<file path="src/vde_pkg.sv">
// ----------------------------------------------------------------------------
// vde_pkg
// Shared widths, metric codes, queue entry and back-end state type for the
// vector distance engine.
// ----------------------------------------------------------------------------
package vde_pkg;

	localparam int MAX_DIM_DEF = 256;
	localparam int QUEUE_DEPTH = 2;

	localparam int COORD_W = 16;
	localparam int SD_W    = 42;	// sum of squared differences
	localparam int SN_W    = 40;	// squared norms
	localparam int DOT_W   = 41;	// signed dot product
	localparam int SQ_W    = 58;	// sqrt radicand, SD_W + 16
	localparam int ROOT_W  = 29;	// sqrt result
	localparam int NR_W    = 28;	// norm root
	localparam int DEN_W   = 56;	// divisor
	localparam int Q_W     = 32;	// quotient bits
	localparam int RES_W   = 31;

	localparam logic [1:0] METRIC_EUCLID = 2'd0;
	localparam logic [1:0] METRIC_COSINE = 2'd1;
	localparam logic [1:0] METRIC_SIMIL  = 2'd2;
	localparam logic [1:0] METRIC_ZERO   = 2'd3;

	localparam logic [Q_W-1:0] ONE_Q16 = 32'd65536;

	typedef struct packed {
		logic [1:0]              mode;
		logic [SD_W-1:0]         sd;
		logic [SN_W-1:0]         s1;
		logic [SN_W-1:0]         s2;
		logic signed [DOT_W-1:0] dot;
	} acc_entry_t;

	typedef enum logic [2:0] {
		ST_IDLE,
		ST_SQ1,
		ST_SQ2,
		ST_MUL,
		ST_CHK,
		ST_DIV,
		ST_FIN,
		ST_OUT
	} back_state_t;

endpackage

</file>
<file path="src/vde_queue.sv">
// ----------------------------------------------------------------------------
// vde_queue
// Small FIFO of accumulated sums between front and back end.
// ----------------------------------------------------------------------------
module vde_queue #(
	parameter int DEPTH = vde_pkg::QUEUE_DEPTH	// 2 or more
) (
	input  logic                clk,
	input  logic                arst_n,
	input  logic                push,
	input  vde_pkg::acc_entry_t wr_entry,
	output logic                not_full,
	input  logic                pop,
	output vde_pkg::acc_entry_t rd_entry,
	output logic                not_empty
);
	import vde_pkg::*;

	localparam int PW = $clog2(DEPTH);
	localparam int CW = $clog2(DEPTH + 1);

	acc_entry_t     mem_q [DEPTH];
	logic [PW-1:0]  wr_ptr_q, rd_ptr_q;
	logic [CW-1:0]  cnt_q;

	assign not_full  = cnt_q != CW'(DEPTH);
	assign not_empty = cnt_q != '0;
	assign rd_entry  = mem_q[rd_ptr_q];

	always_ff @(posedge clk) begin
		if (push) begin
			mem_q[wr_ptr_q] <= wr_entry;
		end
	end

	always_ff @(posedge clk or negedge arst_n) begin
		if (!arst_n) begin
			wr_ptr_q <= '0;
			rd_ptr_q <= '0;
			cnt_q    <= '0;
		end else begin
			if (push) begin
				wr_ptr_q <= (wr_ptr_q == PW'(DEPTH - 1)) ? '0 : wr_ptr_q + 1'b1;
			end
			if (pop) begin
				rd_ptr_q <= (rd_ptr_q == PW'(DEPTH - 1)) ? '0 : rd_ptr_q + 1'b1;
			end
			if (push && !pop) begin
				cnt_q <= cnt_q + 1'b1;
			end else if (pop && !push) begin
				cnt_q <= cnt_q - 1'b1;
			end
		end
	end

endmodule

</file>
<file path="config.mk">
export PLATFORM = sky130hd
export DESIGN_NAME = vde_queue
export DESIGN_NICKNAME = d
export VERILOG_FILES = /design/src/vde_pkg.sv /design/src/vde_queue.sv
export SDC_FILE = /design/constraint.sdc
export NUM_CORES = 1
export LEC_CHECK = 0
export BUFFER_PORTS_ARGS = -buffer_cell sky130_fd_sc_hd__buf_2
export CAP_MARGIN = 20
export CORE_MARGIN = 2
export CORE_UTILIZATION = 30
export CTS_CLUSTER_DIAMETER = 50
export CTS_CLUSTER_SIZE = 20
export DETAILED_ROUTE_END_ITERATION = 7
export GPL_ROUTABILITY_DRIVEN = 0
export SLEW_MARGIN = 20
export SYNTH_ARGS = -nofsm -noshare
export SYNTH_HDL_FRONTEND = slang
export SYNTH_SLANG_ARGS = --single-unit
</file>
<file path="constraint.sdc">
create_clock -name clk -period 7.8 [get_ports clk]
set_clock_uncertainty 0.05 [all_clocks]
set_input_delay 0.78 -clock clk [delete_from_list [all_inputs] [get_ports clk]]
set_output_delay 0.78 -clock clk [all_outputs]
set_load 0.005 [all_outputs]
</file>
==> results.toml <==
[cells_and_area]
stdcell_count = 1442
multi_input_area_mm2 = 0.00195
seqCellArea_mm2 = 0.0100
finalNetCount = 1061
area_growth_pct = 28.4
drive_above_1_share = 0.619
nFillCells = 3727

[placed_design]
dp_slack_ps = 4500
numPortBuffers = 335
dpl.hpwl_um = 16000
dp_cells = 1377

[setup_path]
r2r_cells = 2
cp.depth = 3
cp.buffers_inverters = 2
crit_path_max_fanout = 65
cp.required_ps = 6970
critPathLaunchType = "flip-flop"
cp_slowest_cell = "dfrtp_4"
worstSetupPathType = "reg -> out"
critical-path-max-stage-delay_ps = 1050
crit_chain = "buf_4 > mux2_2 > buf_2"
endpoint_kind = "output port"
critPathArrivalTime_ps = 2920
cpLargestDelayFamily = "flip-flops"

[pwr]
peakVddDrop_v = 0.000224
p_leak_nw = 5.78
cellPowerDensity_mw_per_mm2 = 354

[clock_tree]
clk_pin_slew_ps = 70
htreeDepth = 2
ctsHoldBuffers = 1
cts_tree = "built"
cts_root_buf = "clkbuf_16"
worstSkewPairLatency_ps = 520
cts_resized = 0
post_cts_buffers = 0
numCtsBuffers = 35
clkSinkCount = 334
clk_path_buf_depth = 3

[logic_synthesis]
synth_top_area_frac = 0.816
async_reset_ff_frac = 0.0120
synth-edff-count = 330
synth_area_mm2 = 0.0121
ys_types = 15
syn_nets = 699
yosysTopAreaCell = "edfxtp_1"
synth.most_common_cell = "edfxtp_1"
synthFlopType = "edfxtp_1"
synth_commonest_cells = "330 x edfxtp_1, 165 x mux2_2, 14 x buf_6"
synth_warnings = 0
synth-seq-cells = 334
synth.avg_cell_area_um2 = 22.9
synth_cells = 529
ys_top_cells_by_area = "edfxtp_1 82%, mux2_2 15%, buf_6 1.3%, dfrtp_1 0.82%, xor2_1 0.29%"
ys_seq_area_frac = 0.825

[route]
drt_iter0_markers = 230
num_vias = 6100
wl_per_cell_um = 16.9
wl_um = 24400
via_per_inst = 4.23
drcViolationCount = 0
ant_nets = 0
first_pass_iters = 4

[sta]
slew-limit-headroom = 0.370
setup_violations = 0
maxSlewViolCount = 0
post-route-min-period_ps = 3750
rsz0062_at_grt = "false"
finalHoldViolCount = 0
fin_crit_sh = 0.481
worst_pin_slew_ps = 945
setup_ws_ps = 4050
fmaxAchievable_mhz = 267
setup_tns_ps = 0

[floorplanning]
num_rows = 73
start_util = 0.305
io_pins = 336
core_region_area_mm2 = 0.0398
dieArea_mm2 = 0.0421
die_height_um = 205
die_w_um = 205

[global_routing]
grt_max_degree = 68
overflow = 0
antenna_found_initial = 5
first_global_vias = 6489
grt_pass1_wl_um = 36100
grt_usage = 0.114

[hold_path]
hold-path-cell-count = 1
hp-class = "in -> reg"

[run]
max_cap_violations = 0

[outcome]
status = "finished, final reports clean"
flip-flops by register name, indices dropped and copies added, names as in the netlist:
signal	cells
mem_q	330
cnt_q	2
rd_ptr_q	1
wr_ptr_q	1
worst paths after layout:
check | startpoint | endpoint | slack [ps]
setup / recovery | rd_ptr_q | rd_entry[124] | 4050
setup reg to reg | wr_ptr_q | mem_q[1][104] | 5390
min in group asynchronous | arst_n | cnt_q[1] | 580
max in group asynchronous | arst_n | rd_ptr_q | 6980
hold reg to reg | cnt_q[1] | cnt_q[1] | 440
hold / removal | wr_entry[55] | mem_q[0][55] | 380
through the flow:
stage / power, mW / utilization / hold WS (ps) / area, um^2
after floorplan: 3.40 / - / 406 / 12100
after global placement: 3.90 / 0.360 / 430 / 14300
after detailed placement: 3.92 / 0.360 / 436 / 14300
after CTS: 5.64 / 0.391 / 339 / 15600
after global routing: 5.83 / 0.391 / 344 / 15600
final: 5.53 / 0.391 / 384 / 15600
final cells by class:
cell class | instances | share of cell area
antenna | 2 | 0.000321
timing repair buffer | 343 | 0.113
clock buffer | 38 | 0.0596
sequential | 334 | 0.642
multi-input combinational | 176 | 0.125
clock inverter | 23 | 0.0172
inverter | 1 | 0.000241
tap | 525 | 0.0421
power by group:
group	total [mW]	switching [mW]	internal, mW
registers	2.52	0.141	2.38
logic	1.32	0.637	0.680
clock network	1.69	0.701	0.986
metal layers:
layer  wire length [um]  vias up  GRT usage
li1                   -     2848          -
met1               9620     2960      0.130
met2              11700      236      0.186
met3               2330       52     0.0469
met4                730        4     0.0516
met5                 28        -          0
cell usage in the layout (no fill, tap or decap), types with 2 or more instances in the layout:
master	n
buf_2	335
edfxtp_1	330
mux2_2	165
clkbuf_16	37
buf_4	6
clkinv_1	5
xor2_1	4
clkinv_8	4
inv_8	3
bufinv_16	3
dfrtp_1	3
diode_2	2
clkinv_2	2
clkinvlp_4	2
clkinv_4	2
inv_6	2
cells by family after synthesis:
kind of cell	share of synthesized area
adder cells (fa/ha/maj)	0.00103
XOR/XNOR	0.00361
multiplexers	0.153
flip-flops	0.825
buffers and inverters	0.0154
AND/OR/NAND/NOR	0.00237
No activity file was read; power rests on OpenSTA's default activity.
