## src/vde_pkg.sv

```systemverilog
// ----------------------------------------------------------------------------
// vde_pkg
// Shared widths, metric codes, queue entry and back-end state type for the
// vector distance engine.
// ----------------------------------------------------------------------------
package vde_pkg;

	localparam int MAX_DIM_DEF = 256;
	localparam int QUEUE_DEPTH = 2;

	localparam int COORD_W = 16;
	localparam int SD_W    = 42;	// sum of squared differences
	localparam int SN_W    = 40;	// squared norms
	localparam int DOT_W   = 41;	// signed dot product
	localparam int SQ_W    = 58;	// sqrt radicand, SD_W + 16
	localparam int ROOT_W  = 29;	// sqrt result
	localparam int NR_W    = 28;	// norm root
	localparam int DEN_W   = 56;	// divisor
	localparam int Q_W     = 32;	// quotient bits
	localparam int RES_W   = 31;

	localparam logic [1:0] METRIC_EUCLID = 2'd0;
	localparam logic [1:0] METRIC_COSINE = 2'd1;
	localparam logic [1:0] METRIC_SIMIL  = 2'd2;
	localparam logic [1:0] METRIC_ZERO   = 2'd3;

	localparam logic [Q_W-1:0] ONE_Q16 = 32'd65536;

	typedef struct packed {
		logic [1:0]              mode;
		logic [SD_W-1:0]         sd;
		logic [SN_W-1:0]         s1;
		logic [SN_W-1:0]         s2;
		logic signed [DOT_W-1:0] dot;
	} acc_entry_t;

	typedef enum logic [2:0] {
		ST_IDLE,
		ST_SQ1,
		ST_SQ2,
		ST_MUL,
		ST_CHK,
		ST_DIV,
		ST_FIN,
		ST_OUT
	} back_state_t;

endpackage

```

## src/vde_front.sv

```systemverilog
// ----------------------------------------------------------------------------
// vde_front
// Takes coordinate pairs, accumulates the four sums over at most MAX_DIM
// pairs and pushes them with the metric on the last pair.
// ----------------------------------------------------------------------------
module vde_front #(
	parameter int MAX_DIM = vde_pkg::MAX_DIM_DEF
) (
	input  logic                              clk,
	input  logic                              arst_n,
	input  logic                              in_valid,
	output logic                              in_ready,
	input  logic signed [vde_pkg::COORD_W-1:0] coord_a,
	input  logic signed [vde_pkg::COORD_W-1:0] coord_b,
	input  logic                              last_element,
	input  logic                              cfg_valid,
	output logic                              cfg_ready,
	input  logic [1:0]                        metric_mode,
	output logic                              push_valid,
	output vde_pkg::acc_entry_t               push_entry,
	input  logic                              push_ready
);
	import vde_pkg::*;

	localparam int CNT_W = $clog2(MAX_DIM + 1);

	logic [1:0]              mode_q;
	logic [SD_W-1:0]         sd_q, sd_n;
	logic [SN_W-1:0]         s1_q, s1_n, s2_q, s2_n;
	logic signed [DOT_W-1:0] dot_q, dot_n;
	logic [CNT_W-1:0]        cnt_q;
	logic signed [16:0]      diff;
	logic signed [33:0]      p_dd;
	logic signed [31:0]      p_aa, p_bb, p_ab;
	logic                    take, accept;

	assign in_ready  = push_ready;
	assign cfg_ready = 1'b1;
	assign accept    = in_valid && in_ready;
	assign take      = cnt_q < CNT_W'(MAX_DIM);

	always_comb begin
		diff = {coord_a[15], coord_a} - {coord_b[15], coord_b};
		p_dd = diff * diff;
		p_aa = coord_a * coord_a;
		p_bb = coord_b * coord_b;
		p_ab = coord_a * coord_b;
		sd_n  = sd_q;
		s1_n  = s1_q;
		s2_n  = s2_q;
		dot_n = dot_q;
		if (take) begin
			sd_n  = sd_q + SD_W'(p_dd[31:0]);
			s1_n  = s1_q + SN_W'(p_aa[30:0]);
			s2_n  = s2_q + SN_W'(p_bb[30:0]);
			dot_n = dot_q + DOT_W'(p_ab);
		end
	end

	assign push_valid      = accept && last_element;
	assign push_entry.mode = mode_q;
	assign push_entry.sd   = sd_n;
	assign push_entry.s1   = s1_n;
	assign push_entry.s2   = s2_n;
	assign push_entry.dot  = dot_n;

	always_ff @(posedge clk or negedge arst_n) begin
		if (!arst_n) begin
			mode_q <= METRIC_EUCLID;
			sd_q   <= '0;
			s1_q   <= '0;
			s2_q   <= '0;
			dot_q  <= '0;
			cnt_q  <= '0;
		end else begin
			if (cfg_valid) begin
				mode_q <= metric_mode;
			end
			if (accept) begin
				if (last_element) begin
					sd_q  <= '0;
					s1_q  <= '0;
					s2_q  <= '0;
					dot_q <= '0;
					cnt_q <= '0;
				end else begin
					sd_q  <= sd_n;
					s1_q  <= s1_n;
					s2_q  <= s2_n;
					dot_q <= dot_n;
					if (take) begin
						cnt_q <= cnt_q + 1'b1;
					end
				end
			end
		end
	end

endmodule

```

## config.mk

```make
export PLATFORM = sky130hd
export DESIGN_NAME = vde_front
export DESIGN_NICKNAME = d
export VERILOG_FILES = /design/src/vde_pkg.sv /design/src/vde_front.sv
export SDC_FILE = /design/constraint.sdc
export NUM_CORES = 2
export LEC_CHECK = 0
export ABC_AREA = 1
export BUFFER_PORTS_ARGS = -buffer_cell sky130_fd_sc_hd__buf_2
export CAP_MARGIN = 20
export CORE_ASPECT_RATIO = 1.5
export CORE_MARGIN = 2
export CORE_UTILIZATION = 55
export DETAILED_ROUTE_END_ITERATION = 10
export PLACE_DENSITY = 0.75
export SYNTH_ARGS = -nofsm -noshare
export SYNTH_HDL_FRONTEND = slang
export SYNTH_SLANG_ARGS = --single-unit
export TNS_END_PERCENT = 50
```

## constraint.sdc

```tcl
create_clock -name clk -period 13.2 [get_ports clk]
set_clock_uncertainty 0.2 [all_clocks]
set_input_delay 2.64 -clock clk [delete_from_list [all_inputs] [get_ports clk]]
set_output_delay 2.64 -clock clk [all_outputs]
set_load 0.02 [all_outputs]
```

==> impl_metrics.yaml <==
timing:
  slew_headroom_pct: 28.5
  setup_viol: 30
  period_needed_ps: 13700
  setup_ws_ps: -497
  fmax_ghz: 0.0730
  rsz0062_at_grt: "true"
  finalSetupTns_ps: -10140
  finalCritPeriodShare_pct: 104
  worst_pin_slew_ps: 1070
  hold_viol_final: 0
  slew_viol_final: 0
layout:
  design_area_um2: 68700
  layout_common_cells: "inv_1, nand2_1, fa_1, buf_4, ha_1"
  multi_input_area_um2: 47400
  fin_nets: 10300
  drive_gt1_share_pct: 16.3
  fillers: 9154
  antennaDiodeCount: 0
  area_growth_pct: 18.3
  final_common_cell: "inv_1"
  seqCellArea_um2: 4360
clock_network:
  ctsHoldBuffers: 0
  cts_made_buffers: 17
  cts_max_level: 4
  cts_tree: "done"
  cts.path.max_buffers: 2
  root_buffer: "clkbuf_16"
  path_clk_slew_ps: 90
  clock_latency_ps: 560
  cts_sinks: 174
job:
  cap_violations: 0
synthesis:
  syn_nets: 9543
  synth_edf_count: 0
  synth_area_leaders: "fa_1, nand2_1, inv_1"
  synth_ff_type: "dfrtp_1"
  synth_simple_gate_area_share_pct: 22.4
  muxShareOfSynthArea_pct: 0.0388
  synth.avg_cell_area_um2: 7.30
  synth-xor-area-share_pct: 2.18
  syn_inst: 7954
  synth_area_um2: 58100
  netlist.area_leader.share_pct: 36.4
  synth_top_family_by_area: "adder cells"
  yosysUniqueCellTypes: 52
  synth_fa_ha_area_share_pct: 47.0
  synth_compound_area_share_pct: 6.07
  ys_warn_count: 0
  synth_top_area_cell: "fa_1"
  ys_seq_elements: 174
  ys_async_sr_fraction_pct: 100
  ys_seq_area_share_pct: 7.50
global_route:
  grt_use_total_pct: 36.7
  met1_usage_pct: 40.6
  gr-usage-met2_pct: 64.1
  grt_start_max_net_pins: 154
  grt.busiest_layer: "met2"
  overflow: 0
  grt_use_met3_pct: 5.99
  antenna_found_initial: 6
  grt_pass1_vias: 57300
  grt_pass1_wl_mm: 306
critical_path:
  worstPathMaxFanout: 6
  startpoint_type: "input pin"
  endpoint_kind: "primary output"
  critical_path_required_ps: 10360
  worst-setup-path-type: "input pin to primary output"
  crit_path_max_incr_delay_ps: 560
  cp_common_cell: "buf_6"
  arrival_ps: 10860
  critical-path-slowest-cell: "fa_1"
floorplanning:
  die_area_um2: 108000
  io_pins: 208
  die_h_um: 402
  die_x_um: 269
  row_count: 146
  start_util_pct: 55.2
  core_area_um2: 105000
routing:
  ant_nets: 0
  drtIter0Drc: 3458
  via_count: 54100
  wl_mm: 196
  viasPerCell: 5.36
  drc: 0
  wire_per_inst_um: 19.5
  drt_pre_antenna_iters: 5
placement:
  io_buffers: 206
  hpwl_mm: 159
  gp_congestion: 0.999
  placed_area_um2: 64800
hold_path:
  hold_path_class: "flop to flop"
run_status:
  run_status: "finished, violations left"
  violations: "setup timing"
==> worst paths after layout <==
path	slack, ps	endpoint	cells after the start	startpoint
max in group asynchronous	8840	dot_q[21]$_DFFE_PN0P_	3	arst_n
max	-500	push_entry[149]	46	coord_a[0]
min	310	s1_q[38]$_DFFE_PN0P_	2	s1_q[38]$_DFFE_PN0P_
min reg2reg	310	s1_q[38]$_DFFE_PN0P_	2	s1_q[38]$_DFFE_PN0P_
min in group asynchronous	1920	sd_q[28]$_DFFE_PN0P_	1	arst_n
max reg2reg	7600	sd_q[28]$_DFFE_PN0P_	37	sd_q[0]$_DFFE_PN0P_
==> synthesized netlist by cell type, types with 2 or more instances <==
| master | instances |
|---|---|
| a211oi_1 | 3 |
| a21boi_0 | 6 |
| a21o_1 | 17 |
| a21oi_1 | 270 |
| a21oi_2 | 3 |
| a221oi_1 | 3 |
| a22o_1 | 14 |
| a31o_2 | 2 |
| a31oi_1 | 10 |
| and2_1 | 24 |
| and3_1 | 4 |
| buf_1 | 16 |
| buf_2 | 16 |
| buf_4 | 5 |
| clkbuf_1 | 151 |
| dfrtp_1 | 174 |
| fa_1 | 1057 |
| ha_1 | 492 |
| inv_1 | 2072 |
| inv_2 | 19 |
| mux2_2 | 2 |
| nand2_1 | 2085 |
| nand2_2 | 3 |
| nand3_1 | 380 |
| nand3b_1 | 29 |
| nand4_1 | 50 |
| nor2_1 | 449 |
| nor2_2 | 5 |
| nor2_4 | 5 |
| nor3_1 | 46 |
| nor3b_1 | 3 |
| nor4_1 | 14 |
| o211ai_1 | 10 |
| o21a_1 | 4 |
| o21ai_0 | 257 |
| o21ai_1 | 8 |
| o21ai_2 | 2 |
| o21bai_1 | 28 |
| o22ai_1 | 6 |
| or2_1 | 3 |
| or2_2 | 62 |
| xnor2_1 | 66 |
| xor2_1 | 68 |
| xor2_2 | 3 |
==> metal layers <==
layer,part of all wire [%],up-vias,routed length (µm)
met1,35,26300,69300
met5,0.026,-,52
met3,6.5,790,12700
met4,8.7,8,17100
li1,-,25000,-
met2,50,2000,97300
==> final cells by class <==
type	count	area share, %
inverters	2091	11.5
multi-input cells	5501	69.0
flip-flops and latches	174	6.34
repair buffers	896	9.72
well taps	1406	2.56
clock buffers	17	0.619
clock inverters	15	0.319
==> cell families after synthesis <==
| kind of cell | after synthesis |
|---|---|
| adders and majority gates | 1549 |
| and+or+nand+nor | 3164 |
| xor gates and xnor gates | 139 |
| other | 1 |
| buffers and inverters | 2279 |
| DFF | 174 |
| muxes | 2 |
| AOI/OAI and AO/OA | 646 |
==> critical path: cells and delay by family <==
kind	cells	cell delay, ps
AOI/OAI and AO/OA	7	950
xor gates and xnor gates	2	360
adders and majority gates	10	4230
buffers and inverters	13	1350
and+or+nand+nor	14	1320
==> flip-flops by register name (all words and copies together) (netlist names) <==
signal / flops
sd_q: 42
cnt_q: 9
s1_q: 40
s2_q: 40
mode_q: 2
dot_q: 41
==> what timing repair did <==
action,CTS,global route
endpoints found under the setup margin,31,81
pin swaps,84,187
cloned,0,0
buffers inserted,45,39
endpoints found under the hold margin,0,0
resized for setup,211,396
==> stage by stage <==
stage / hold WS [ps] / util [%] / std cells / worst slack (ps)
after floorplan: 263 / - / 7954 / 18.0
after global placement: 277 / 61.6 / 9988 / -718
after detailed placement: 288 / 61.6 / 9988 / -818
after CTS: 311 / 63.4 / 10100 / -469
after global routing: 330 / 65.3 / 10100 / -802
final: 311 / 65.3 / 10100 / -497
Power is left out: the tool's default activity adds up to more than one toggle a clock period on the data nets, which glitch-free logic cannot reach.
