`config.mk`:
```
export PLATFORM = sky130hd
export DESIGN_NAME = vde_back
export DESIGN_NICKNAME = d
export VERILOG_FILES = /design/src/vde_pkg.sv /design/src/vde_back.sv
export SDC_FILE = /design/constraint.sdc
export NUM_CORES = 2
export LEC_CHECK = 0
export BUFFER_PORTS_ARGS = -buffer_cell sky130_fd_sc_hd__clkbuf_2
export CAP_MARGIN = 40
export CORE_MARGIN = 10
export CORE_UTILIZATION = 24
export DETAILED_ROUTE_END_ITERATION = 7
export GPL_ROUTABILITY_DRIVEN = 0
export PLACE_DENSITY = 0.41
export SYNTH_ARGS = -nofsm -noshare
export SYNTH_HDL_FRONTEND = slang
export SYNTH_SLANG_ARGS = --single-unit
```
`constraint.sdc`:
```
create_clock -name clk -period 21.2 [get_ports clk]
set_input_delay 0 -clock clk [delete_from_list [all_inputs] [get_ports clk]]
set_output_delay 0 -clock clk [all_outputs]
set_load 0.03 [all_outputs]
```
`src/vde_pkg.sv`:
```
// ----------------------------------------------------------------------------
// vde_pkg
// Shared widths, metric codes, queue entry and back-end state type for the
// vector distance engine.
// ----------------------------------------------------------------------------
package vde_pkg;

	localparam int MAX_DIM_DEF = 256;
	localparam int QUEUE_DEPTH = 2;

	localparam int COORD_W = 16;
	localparam int SD_W    = 42;	// sum of squared differences
	localparam int SN_W    = 40;	// squared norms
	localparam int DOT_W   = 41;	// signed dot product
	localparam int SQ_W    = 58;	// sqrt radicand, SD_W + 16
	localparam int ROOT_W  = 29;	// sqrt result
	localparam int NR_W    = 28;	// norm root
	localparam int DEN_W   = 56;	// divisor
	localparam int Q_W     = 32;	// quotient bits
	localparam int RES_W   = 31;

	localparam logic [1:0] METRIC_EUCLID = 2'd0;
	localparam logic [1:0] METRIC_COSINE = 2'd1;
	localparam logic [1:0] METRIC_SIMIL  = 2'd2;
	localparam logic [1:0] METRIC_ZERO   = 2'd3;

	localparam logic [Q_W-1:0] ONE_Q16 = 32'd65536;

	typedef struct packed {
		logic [1:0]              mode;
		logic [SD_W-1:0]         sd;
		logic [SN_W-1:0]         s1;
		logic [SN_W-1:0]         s2;
		logic signed [DOT_W-1:0] dot;
	} acc_entry_t;

	typedef enum logic [2:0] {
		ST_IDLE,
		ST_SQ1,
		ST_SQ2,
		ST_MUL,
		ST_CHK,
		ST_DIV,
		ST_FIN,
		ST_OUT
	} back_state_t;

endpackage

```
`src/vde_back.sv`:
```
// ----------------------------------------------------------------------------
// vde_back
// Evaluates the metric for one queued vector pair: bit-serial square roots,
// one multiply and a one-bit-per-cycle divider, then the output register.
// ----------------------------------------------------------------------------
module vde_back (
	input  logic                          clk,
	input  logic                          arst_n,
	input  logic                          q_not_empty,
	input  vde_pkg::acc_entry_t           q_entry,
	output logic                          q_pop,
	output logic                          result_valid,
	input  logic                          result_ready,
	output logic [vde_pkg::RES_W-1:0]     result_value,
	output logic                          zero_norm
);
	import vde_pkg::*;

	back_state_t           state_q, state_n;
	acc_entry_t            ent_q;
	logic [SQ_W-1:0]       sq_v_q, sq_r_q, sq_bit_q;
	logic [SQ_W-1:0]       sq_trial, sq_v_n, sq_r_n;
	logic                  sq_ge, sq_last;
	logic [ROOT_W-1:0]     root;
	logic [NR_W-1:0]       rx_q, ry_q;
	logic [DEN_W-1:0]      den_q, rem_q, rem_n;
	logic [DEN_W:0]        rem_sh;
	logic                  div_ge;
	logic [Q_W-1:0]        q_q, q_clamp;
	logic [4:0]            cnt_q;
	logic [RES_W-1:0]      res_q, res_out_q;
	logic                  zero_q, zero_out_q, out_valid_q;
	logic                  load_out;

	// one step of the restoring square root
	always_comb begin
		sq_trial = sq_r_q + sq_bit_q;
		sq_ge    = sq_v_q >= sq_trial;
		sq_v_n   = sq_ge ? sq_v_q - sq_trial : sq_v_q;
		sq_r_n   = sq_ge ? (sq_r_q >> 1) + sq_bit_q : sq_r_q >> 1;
		root     = sq_r_n[ROOT_W-1:0];
		sq_last  = sq_bit_q[0];
	end

	// one quotient bit
	always_comb begin
		rem_sh = {rem_q, 1'b0};
		div_ge = rem_sh >= {1'b0, den_q};
		rem_n  = div_ge ? DEN_W'(rem_sh - {1'b0, den_q}) : rem_sh[DEN_W-1:0];
		q_clamp = (q_q > ONE_Q16) ? ONE_Q16 : q_q;
	end

	always_comb begin
		state_n = state_q;
		case (state_q)
			ST_IDLE: if (q_not_empty) begin
				if (q_entry.mode == METRIC_ZERO) state_n = ST_OUT;
				else if (q_entry.mode == METRIC_COSINE &&
					(q_entry.s1 == '0 || q_entry.s2 == '0)) state_n = ST_OUT;
				else state_n = ST_SQ1;
			end
			ST_SQ1: if (sq_last) begin
				if (ent_q.mode == METRIC_EUCLID) state_n = ST_OUT;
				else if (ent_q.mode == METRIC_SIMIL) state_n = ST_DIV;
				else state_n = ST_SQ2;
			end
			ST_SQ2: if (sq_last) state_n = ST_MUL;
			ST_MUL: state_n = ST_CHK;
			ST_CHK: state_n = (rem_q >= den_q) ? ST_FIN : ST_DIV;
			ST_DIV: if (cnt_q == 5'd31) state_n = ST_FIN;
			ST_FIN: state_n = ST_OUT;
			ST_OUT: if (load_out) state_n = ST_IDLE;
			default: state_n = ST_IDLE;
		endcase
	end

	always_comb begin
		q_pop    = (state_q == ST_IDLE) && q_not_empty;
		load_out = (state_q == ST_OUT) && (!out_valid_q || result_ready);
	end

	always_ff @(posedge clk) begin
		case (state_q)
			ST_IDLE: begin
				ent_q    <= q_entry;
				sq_r_q   <= '0;
				sq_bit_q <= SQ_W'(1) << (SQ_W - 2);
				sq_v_q   <= (q_entry.mode == METRIC_COSINE) ?
					{2'b00, q_entry.s1, 16'd0} : {q_entry.sd, 16'd0};
				res_q    <= (q_entry.mode == METRIC_COSINE) ? RES_W'(ONE_Q16) : '0;
				zero_q   <= (q_entry.mode == METRIC_COSINE);
			end
			ST_SQ1: begin
				res_q    <= RES_W'(root);
				zero_q   <= 1'b0;
				rx_q     <= root[NR_W-1:0];
				den_q    <= DEN_W'(root) + DEN_W'(ONE_Q16);
				rem_q    <= DEN_W'(1);
				q_q      <= '0;
				cnt_q    <= '0;
				if (sq_last) begin
					sq_v_q   <= {2'b00, ent_q.s2, 16'd0};
					sq_r_q   <= '0;
					sq_bit_q <= SQ_W'(1) << (SQ_W - 2);
				end else begin
					sq_v_q   <= sq_v_n;
					sq_r_q   <= sq_r_n;
					sq_bit_q <= sq_bit_q >> 2;
				end
			end
			ST_SQ2: begin
				sq_v_q   <= sq_v_n;
				sq_r_q   <= sq_r_n;
				sq_bit_q <= sq_bit_q >> 2;
				ry_q     <= root[NR_W-1:0];
			end
			ST_MUL: begin
				den_q <= rx_q * ry_q;
				rem_q <= ent_q.dot[DOT_W-1] ? DEN_W'(-ent_q.dot) : DEN_W'(ent_q.dot);
			end
			ST_CHK: begin
				q_q <= ONE_Q16;
			end
			ST_DIV: begin
				rem_q <= rem_n;
				cnt_q <= cnt_q + 1'b1;
				// first step starts the quotient afresh
				if (cnt_q == '0) begin
					q_q <= {{(Q_W-1){1'b0}}, div_ge};
				end else begin
					q_q <= {q_q[Q_W-2:0], div_ge};
				end
			end
			ST_FIN: begin
				if (ent_q.mode == METRIC_SIMIL) res_q <= q_q[RES_W-1:0];
				else if (ent_q.dot[DOT_W-1]) res_q <= RES_W'(ONE_Q16 + q_clamp);
				else res_q <= RES_W'(ONE_Q16 - q_clamp);
			end
			ST_OUT: begin
				if (load_out) begin
					res_out_q  <= res_q;
					zero_out_q <= zero_q;
				end
			end
			default: begin
			end
		endcase
	end

	always_ff @(posedge clk or negedge arst_n) begin
		if (!arst_n) begin
			state_q     <= ST_IDLE;
			out_valid_q <= 1'b0;
		end else begin
			state_q <= state_n;
			if (load_out) out_valid_q <= 1'b1;
			else if (result_ready) out_valid_q <= 1'b0;
		end
	end

	assign result_valid = out_valid_q;
	assign result_value = res_out_q;
	assign zero_norm    = zero_out_q;

endmodule
```
==> impl_metrics.yaml <==
grt:
  grt_pass1_vias: 49663
  antenna_found_initial: 2
  grt_max_degree: 64
  grt_overflow: 0
  grt_pass1_wl_um: 313000
  grt_usage_pct: 15.1
power_and_ir_drop:
  p_leak_nw: 29.7
  powerDensity_nw_per_um2: 32.3
  irDropWorstVdd_v: 0.0000589
die:
  die_x_um: 517
  io-pin-count: 203
  die-area_um2: 267000
  initial_core_util_pct: 24.1
  die_h_um: 517
  core-area_um2: 246000
  rows: 182
sta:
  relSlewSlack_pct: 34.2
  skew_ns: 0.0404
  worstMarginPinSlew_ns: 0.987
  fin_crit_ns: 8.48
  fin_crit_sh_pct: 40.0
  finalSetupViolations: 0
  clock.fmax_ghz: 0.118
  hold_viol: 0
  finalWorstSetupSlack_ns: 12.72
  finalSetupTns_ns: 0
  rsz0062_at_grt: "no"
  maxSlewViolCount: 0
cells_and_area:
  nets: 7869
  mostFrequentLayoutCells: "926 x inv_1, 724 x nand2_1, 676 x fa_1, 497 x edfxtp_1, 487 x and2_1"
  syn2layout_area_growth_pct: 14.2
  drive_gt1_share_pct: 7.35
  layout_commonest_cell: "inv_1"
  final_area_um2: 67600
  fillCellCount: 26183
  final_util_pct: 27.5
critical_path:
  r2r_cells: 25
  ff2ff_setup_slack_ns: 12.72
  worst_setup_path_end_kind: "flip-flop"
  worst-path-max-fanout: 15
  start_kind: "flip-flop"
  r2r_start: "rx_q[16]"
  path_class: "reg2reg"
  worstReg2RegEnd: "den_q[46]"
  cp_slowest_cell: "edfxtp_1"
  path_delay_family: "adder cells"
  slowest_delay_ns: 0.88
  cp.arrival_ns: 8.87
  worst-path-buf-inv: 6
  cp_common_cell: "fa_1"
  cp.required_ns: 21.59
detailed_routing:
  num_vias: 46427
  wire_per_inst_um: 20.7
  drt-initial-drc-count: 2699
  drc: 0
  firstDrtPassIters: 5
  viasPerCell: 4.72
  drt-total-wl_um: 204000
  ant_nets: 0
clocking:
  cts_sinks: 501
  htreeDepth: 2
  clkSlewWorstSetupHoldPaths_ns: 0.06
  cts_buffers: 58
  clock_latency_ns: 0.68
  cts_tree: "built"
  clockBufferDepth: 3
  cts_setup_buffers: 0
  clk_root_buffer_cell: "clkbuf_16"
  post_cts_resized: 0
synthesis:
  async_reset_ff_share_pct: 0.798
  yosys_register_bits: 501
  post_synth_inst_count: 6363
  mappedNetlistArea_um2: 59200
  syn_area_per_cell_um2: 9.31
  synth_cell_types: 93
  synthFlopType: "edfxtp_1"
  yosys_warnings: 0
  ys_seq_area_share_pct: 25.4
  synth_edf_count: 497
hold_path:
  holdPathStages: 5
  min-delay-path-class: "in2reg"
  holdPathEnd: "sq_v_q[54]"
  worstHoldStart: "q_entry[159]"
place:
  placed_area_um2: 64200
  place_ws_ns: 12.79
  dp_hpwl_um: 160000
  port_buffers: 202
flow_run:
  cap_viol_max_count: 0
outcome:
  status: "complete, no violations"
==> per-stage QoR <==
step                      instances  hold slack [ns]  power, mW
after detailed placement       9586           -0.139       1.13
after CTS                      9842          0.00527       2.22
after global routing           9842           0.0183       2.26
after floorplan                6364           -0.296       1.10
after global placement         9555           -0.139       1.13
final                          9844           0.0331       2.19
==> worst max-delay path by stage <==
stage,startpoint,cells past startpoint,slack [ns],end
after global placement,rx_q[13],23,12.52,den_q[46]
final,rx_q[16],25,12.72,den_q[46]
after detailed placement,rx_q[16],25,12.79,den_q[46]
after global routing,rx_q[16],25,12.27,den_q[46]
after floorplan,state_q[2],4,12.63,sq_bit_q[0]
after CTS,rx_q[16],25,12.73,den_q[46]
==> flip-flops by register name (all words and copies together) (netlist names) <==
register,cells
cnt_q,5
den_q,56
ent_q,83
q_q,32
rem_q,56
res_q,31
result_valid,1
result_value,31
rx_q,28
ry_q,28
sq_bit_q,29
sq_r_q,58
sq_v_q,58
state_q,3
zero_norm,1
zero_q,1
==> repair_timing <==
action	4_1_cts	5_1_grt
hold endpoints to repair	127	0
endpoints found under the setup margin	0	0
hold buffers	148	0
==> cells by family (layout without fill, tap and decap cells) <==
kind of cell	Yosys count	in the layout	synth area share [%]
and+or+nand+nor	1936	1936	16.1
adders and majority gates	1126	1126	32.4
muxes	68	68	1.16
buffers and inverters	1250	1508	7.97
DFF	501	501	25.4
AOI/OAI and AO/OA	1192	1192	12.8
xor gates and xnor gates	288	288	4.26
other	2	5	0.0127
==> per-layer routing <==
metal	track usage, %	wire, um
met2	26.3	99200
met3	1.60	7720
met5	0	0
met4	3.83	5640
met1	20.0	91700
==> cell usage after synthesis, drive strengths merged (7+ instances only) <==
library cell  instances  area, um2
or2                   9       56.3
nor2b                51        319
nor4                 44        282
nand3                65        325
a21o                147       1100
o211ai               21        158
a21oi               351       1760
nand2               727       2740
a221o                11        110
buf                  32        145
o31ai                37        283
and4                 10       90.1
a31oi                76        475
mux2i                64        641
o21ai               230       1150
edfxtp              497      14900
nor2                302       1130
a21boi               16        124
and3                 25        156
nand4                63        409
a221oi                9       78.8
nor3                 56        280
fa                  676      13500
or3                  31        194
a211oi               36        270
nor3b                15        113
o21bai               38        285
xnor2               134       1170
o41ai                10       95.1
a2111oi              11        115
ha                  450       5630
a211o                12        105
a31o                 18        158
o22ai                67        419
o311ai                7       61.3
o21a                 33        248
or4                  11       86.3
clkbuf              291       1090
nand2b               27        176
and2                487       3050
xor2                154       1350
inv                 927       3480
==> power breakdown <==
| part | total (mW) | leakage [nW] | switching, mW | internal [mW] |
|---|---|---|---|---|
| combinational | 0.0501 | 24.4 | 0.0213 | 0.0288 |
| sequential | 1.07 | 4.42 | 0.00000000000000000381 | 1.07 |
| clock | 1.06 | 0.925 | 0.474 | 0.587 |
==> worst min-delay path: stages <==
cell and delay [ns]:
clkbuf_2 0.08, nand2_1 0.04, a21oi_1 0.23, a21oi_1 0.14, o21ai_0 0.09
==> cell type report <==
| class | count | area, um2 | share of cell area (%) |
|---|---|---|---|
| Antenna cell | 2 | 5.00 | 0.00740 |
| Clock buffer | 61 | 1480 | 2.19 |
| Clock inverter | 47 | 468 | 0.692 |
| Inverter | 927 | 3480 | 5.15 |
| Multi-Input combinational cell | 4613 | 39600 | 58.5 |
| Sequential cell | 501 | 15000 | 22.2 |
| Tap cell | 3220 | 4030 | 5.96 |
| Timing Repair Buffer | 473 | 3560 | 5.26 |
(Power assumes the default switching activity.)
